**src/design/dtq_pkg.sv**
```systemverilog
// ----------------------------------------------------------------------------
// dtq_pkg: shared types and constants of the deadline timer queue
// Slot record, chain command codes and sizing constants.
// ----------------------------------------------------------------------------
`default_nettype none

package dtq_pkg;

  localparam int QUEUE_DEPTH = 16;
  localparam int TIME_BITS   = 48;
  localparam int ID_BITS     = 16;
  localparam int IV_BITS     = 32;
  localparam int CFG_BITS    = 20;

  localparam int CNT_W = $clog2(QUEUE_DEPTH + 1);
  localparam int IDX_W = $clog2(QUEUE_DEPTH);

  localparam logic [CFG_BITS-1:0] MIN_ARM_RESET = CFG_BITS'(100);

  typedef enum logic [1:0] {
    CMD_NOP = 2'd0,
    CMD_INS = 2'd1,
    CMD_POP = 2'd2
  } chain_cmd_t;

  typedef struct packed {
    logic                 occ;
    logic [TIME_BITS-1:0] dl;
    logic [ID_BITS-1:0]   id;
    logic                 rep;
    logic [IV_BITS-1:0]   iv;
  } slot_t;

  typedef struct packed {
    chain_cmd_t cmd;
    slot_t      ent;
  } chain_ctl_t;

  typedef struct packed {
    slot_t head;
    logic  head_go;
  } chain_sts_t;

endpackage

`default_nettype wire

```
**src/design/dtq_cell.sv**
```systemverilog
// ----------------------------------------------------------------------------
// dtq_cell: one slot of the sorted timer chain
// Holds one timer; shifts right on insert, left on pop.
// ----------------------------------------------------------------------------
`default_nettype none

module dtq_cell import dtq_pkg::*; (
  input  logic       clk,
  input  logic       rst_n,
  input  chain_ctl_t ctl_i,
  input  slot_t      left_i,
  input  logic       left_go_i,
  input  slot_t      right_i,
  output slot_t      slot_o,
  output logic       go_o
);

  slot_t slot_r;
  slot_t slot_nxt;

  // New timer belongs here or earlier: slot empty or strictly later deadline
  assign go_o   = !slot_r.occ || (ctl_i.ent.dl < slot_r.dl);
  assign slot_o = slot_r;

  always_comb begin
    slot_nxt = slot_r;
    case (ctl_i.cmd)
      CMD_INS: begin
        if (left_go_i) begin
          slot_nxt = left_i;
        end else if (go_o) begin
          slot_nxt     = ctl_i.ent;
          slot_nxt.occ = 1'b1;
        end
      end
      CMD_POP: begin
        slot_nxt = right_i;
      end
      CMD_NOP: begin
      end
      default: begin
      end
    endcase
  end

  always_ff @(posedge clk) begin
    if (!rst_n) begin
      slot_r.occ <= 1'b0;
    end else begin
      slot_r <= slot_nxt;
    end
  end

endmodule

`default_nettype wire

```
**src/design/dtq_chain.sv**
```systemverilog
// ----------------------------------------------------------------------------
// dtq_chain: row of timer cells kept sorted by deadline
// Cell 0 holds the earliest timer; occupied cells form a prefix.
// ----------------------------------------------------------------------------
`default_nettype none

module dtq_chain import dtq_pkg::*; (
  input  logic       clk,
  input  logic       rst_n,
  input  chain_ctl_t ctl_i,
  output chain_sts_t sts_o
);

  slot_t slot_w [QUEUE_DEPTH];
  logic  go_w   [QUEUE_DEPTH];

  for (genvar i = 0; i < QUEUE_DEPTH; i++) begin : g_cell
    slot_t left_s;
    logic  left_go_s;
    slot_t right_s;

    if (i == 0) begin : g_first
      assign left_s    = '0;
      assign left_go_s = 1'b0;
    end else begin : g_mid
      assign left_s    = slot_w[i-1];
      assign left_go_s = go_w[i-1];
    end

    if (i == QUEUE_DEPTH - 1) begin : g_last
      assign right_s = '0;
    end else begin : g_inner
      assign right_s = slot_w[i+1];
    end

    dtq_cell u_cell (
      .clk       (clk),
      .rst_n     (rst_n),
      .ctl_i     (ctl_i),
      .left_i    (left_s),
      .left_go_i (left_go_s),
      .right_i   (right_s),
      .slot_o    (slot_w[i]),
      .go_o      (go_w[i])
    );
  end

  assign sts_o.head    = slot_w[0];
  assign sts_o.head_go = go_w[0];

endmodule

`default_nettype wire

```
**config.mk**
```make
export PLATFORM = sky130hd
export DESIGN_NAME = dtq_chain
export DESIGN_NICKNAME = d
export VERILOG_FILES = /design/src/design/dtq_pkg.sv /design/src/design/dtq_cell.sv /design/src/design/dtq_chain.sv
export SDC_FILE = /design/constraint.sdc
export NUM_CORES = 2
export LEC_CHECK = 0
export CAP_MARGIN = 0
export CORE_MARGIN = 2
export CORE_UTILIZATION = 38
export DETAILED_ROUTE_END_ITERATION = 8
export DONT_BUFFER_PORTS = 1
export PLACE_DENSITY = 0.5
export SYNTH_ARGS = -nofsm -noshare
export SYNTH_HDL_FRONTEND = slang
export SYNTH_SLANG_ARGS = --single-unit
```
**constraint.sdc**
```tcl
create_clock -name clk -period 11.36 [get_ports clk]
set_input_delay 1.136 -clock clk [delete_from_list [all_inputs] [get_ports clk]]
set_output_delay 1.136 -clock clk [all_outputs]
set_load 0.01 [all_outputs]
```
==> impl_metrics.py <==
metrics = {
    "logic_synthesis": {
        "synth_top_area_frac": 0.473,
        "ys.flop_type": "edfxtp_1",
        "synthAdderAreaFrac": 0.0958,
        "ys_top_cells_by_area": "edfxtp_1 47%, mux2i_1 12%, ha_1 9.6%",
        "ys_ff_latch": 1568,
        "synth_top_family_by_area": "compound AO/OA/AOI/OAI gates",
        "post_synth_num_cell_types": 69,
        "ys_async_sr_fraction": 0,
        "synth_edf_count": 1552,
        "syn-cell-area_sq_mm": 0.0985,
        "synth_top_cell_by_area": "edfxtp_1",
        "synth_common_cells": "1552 x edfxtp_1, 1537 x nand2_1, 1178 x mux2i_1",
        "synth_fp_nets": 10552,
        "syn_avg_cell_area_sq_um": 10.2,
        "synth-xor-area-share": 0,
        "yosys-mux-area-fraction": 0.131,
        "yosysWarningCount": 0,
        "yosysSeqAreaShare": 0.477,
        "synth_compound_area_frac": 0.141,
        "yosysMostFrequentCell": "edfxtp_1",
        "postSynthCellCount": 9696,
        "yosys.area_share.simple": 0.0916,
    },
    "timing": {
        "max_slew_margin": 0.157,
        "hold_viol": 0,
        "final.setup.tns_ps": 0,
        "timing.final.crit_share": 0.509,
        "finalCriticalPeriod_ps": 5780,
        "finalMaxSlewViolations": 0,
        "max_freq_mhz": 173,
        "finalSetupViolations": 0,
        "fin_skew_ps": 75.0,
        "worst_pin_slew_ps": 1260,
        "rsz0062_at_grt": "no",
    },
    "cts": {
        "numCtsBuffers": 189,
        "clock-sinks": 1568,
        "path_clk_slew_ps": 60,
        "cts-resized-gates": 0,
        "htree_levels": 4,
        "clkLatencyLatePin_ps": 870,
        "cts_hold_buf": 0,
        "clock_path_buffers": 3,
        "post-cts-setup-buffer-count": 0,
        "cts_tree": "done",
        "cts_root_buf": "clkbuf_16",
    },
    "floorplan": {
        "initial_core_util": 0.383,
        "fp.coreArea_sq_mm": 0.257,
        "die_h_microns": 513,
        "die_w_microns": 513,
        "io_pins": 201,
        "dieArea_sq_mm": 0.263,
        "row_count": 186,
    },
    "power": {
        "powerDensity_mw_per_mm2": 147,
        "leakage_uw": 0.0395,
        "vdd_drop_max_v": 0.000162,
    },
    "critical_path": {
        "reg2reg_to": "g_cell[0].u_cell.slot_o[37]",
        "reg2reg_depth": 12,
        "regToRegSetupSlack_ps": 5580,
        "crit_top_cell": "buf_4",
        "cpPeakStageDelay_ps": 960,
        "path_cells": "inv_1, ha_1, a21oi_1, o21ai_0, a221oi_1, o21ai_1, buf_4, a2111oi_2, nand2_1, and3_1, nor2_4, buf_4",
        "reg2reg_from": "g_cell[0].u_cell.slot_o[66]",
        "path_class": "reg2reg",
        "cp.required_ps": 11830,
        "slowest_stage": "nor2_4",
        "critPathMaxFanout": 37,
        "start_kind": "register",
        "end_kind": "register",
        "worstPathArrival_ps": 6250,
    },
    "global_routing": {
        "grt_pass1_wl_mm": 458,
        "grt_pass1_vias": 72268,
        "overflow": 0,
        "track_usage": 0.224,
        "grt_max_degree": 233,
        "antenna_found_initial": 7,
    },
    "place": {
        "place_congestion": 0.846,
        "io_buffers": 0,
        "hpwl_mm": 188,
        "placedCellCount": 12438,
    },
    "cells_and_area": {
        "nets": 10101,
        "fillers": 24919,
        "multi_input_area_sq_mm": 0.0456,
        "drive_above_1_share": 0.0544,
        "regArea_sq_mm": 0.0469,
        "syn_to_final_growth_pct": 8.57,
        "finalNonFillerCells": 12792,
        "largest_reg_flops": 1568,
    },
    "hold_path": {
        "hp-start": "rst_n",
        "min_path_cells": 1,
        "min_delay_worst_endpoint": "g_cell[5].u_cell.slot_o[97]",
        "hold_class": "in2reg",
    },
    "drt": {
        "avgRoutedWirePerCell_microns": 23.6,
        "drt_first_pass_iters": 6,
        "drt_iter0_drc": 5920,
        "num_vias": 72176,
        "ant_nets": 0,
        "drt_wl_total_mm": 302,
        "drc": 0,
        "via_per_inst": 5.64,
    },
    "run_status": {
        "status": "finished, final reports clean",
    },
    "flow_run": {
        "maxCapViolCount": 0,
    },
}
-- worst max-delay path, delay by kind of cell (launching register included) --
family | cells | cell delay (ps)
compound gates | 5 | 1760
simple gates | 3 | 1690
buf+inv | 3 | 1090
flops | 1 | 500
fa+ha+maj | 1 | 310
-- metrics by stage --
stage	util	instance area [sq um]	power [uW]	hold WS (ps)	worst slack [ps]
3_3_place_gp	0.392	101000	9670	479	4950
2_1_floorplan	-	98500	9060	451	2330
3_5_place_dp	0.392	101000	9740	506	4990
5_1_grt	0.416	107000	16400	384	5390
4_1_cts	0.416	107000	15900	341	5520
6_report	0.416	107000	15700	429	5580
-- report_power, final --
group          leakage, uW  internal [uW]  switching, uW
logic               0.0217            856           1460
clock network      0.00294           3430           2630
registers           0.0148           6990            320
total               0.0395          11300           4420
-- area by class of cell --
cell class | count | share of cell area
Clock buffer | 244 | 0.0466
Inverter | 773 | 0.0272
Multi-Input combinational cell | 6601 | 0.427
Tap cell | 3384 | 0.0396
Antenna cell | 3 | 0.0000702
Clock inverter | 107 | 0.0102
Sequential cell | 1568 | 0.439
Timing Repair Buffer | 112 | 0.0104
-- kinds of logic after synthesis --
family,Yosys count
buffers and inverters,1527
AND/OR/NAND/NOR,2147
flip-flops,1568
AO/OA/AOI/OAI,2424
multiplexers,1276
adder cells (fa/ha/maj),754
-- layer usage --
layer	vias up	share of wire	global-route usage
li1	34165	-	-
met1	36012	0.45	0.305
met2	1628	0.48	0.376
met3	369	0.045	0.0281
met4	2	0.027	0.0610
met5	-	0.000023	0
-- how the worst max path moves through the flow --
stage	from	to	slack, ps	cells after the start
floorplan	ctl_i[82]	g_cell[2].u_cell.slot_o[0]	2330	10
global placement	ctl_i[68]	g_cell[0].u_cell.slot_o[33]	4950	11
detailed placement	ctl_i[68]	g_cell[0].u_cell.slot_o[41]	4990	11
CTS	g_cell[0].u_cell.slot_o[66]	g_cell[0].u_cell.slot_o[46]	5520	12
global route	g_cell[0].u_cell.slot_o[66]	g_cell[0].u_cell.slot_o[46]	5390	12
finish	g_cell[0].u_cell.slot_o[66]	g_cell[0].u_cell.slot_o[37]	5580	12
-- layout by cell type (no fill, tap or decap), drive strengths merged, types with 117 or more instances in the layout --
master,n
nor2,225
nand2,1537
clkbuf,244
a21o,117
a21oi,592
ha,754
o21ai,1209
edfxtp,1552
mux2i,1178
inv,779
No activity file was read; power rests on OpenSTA's default activity.
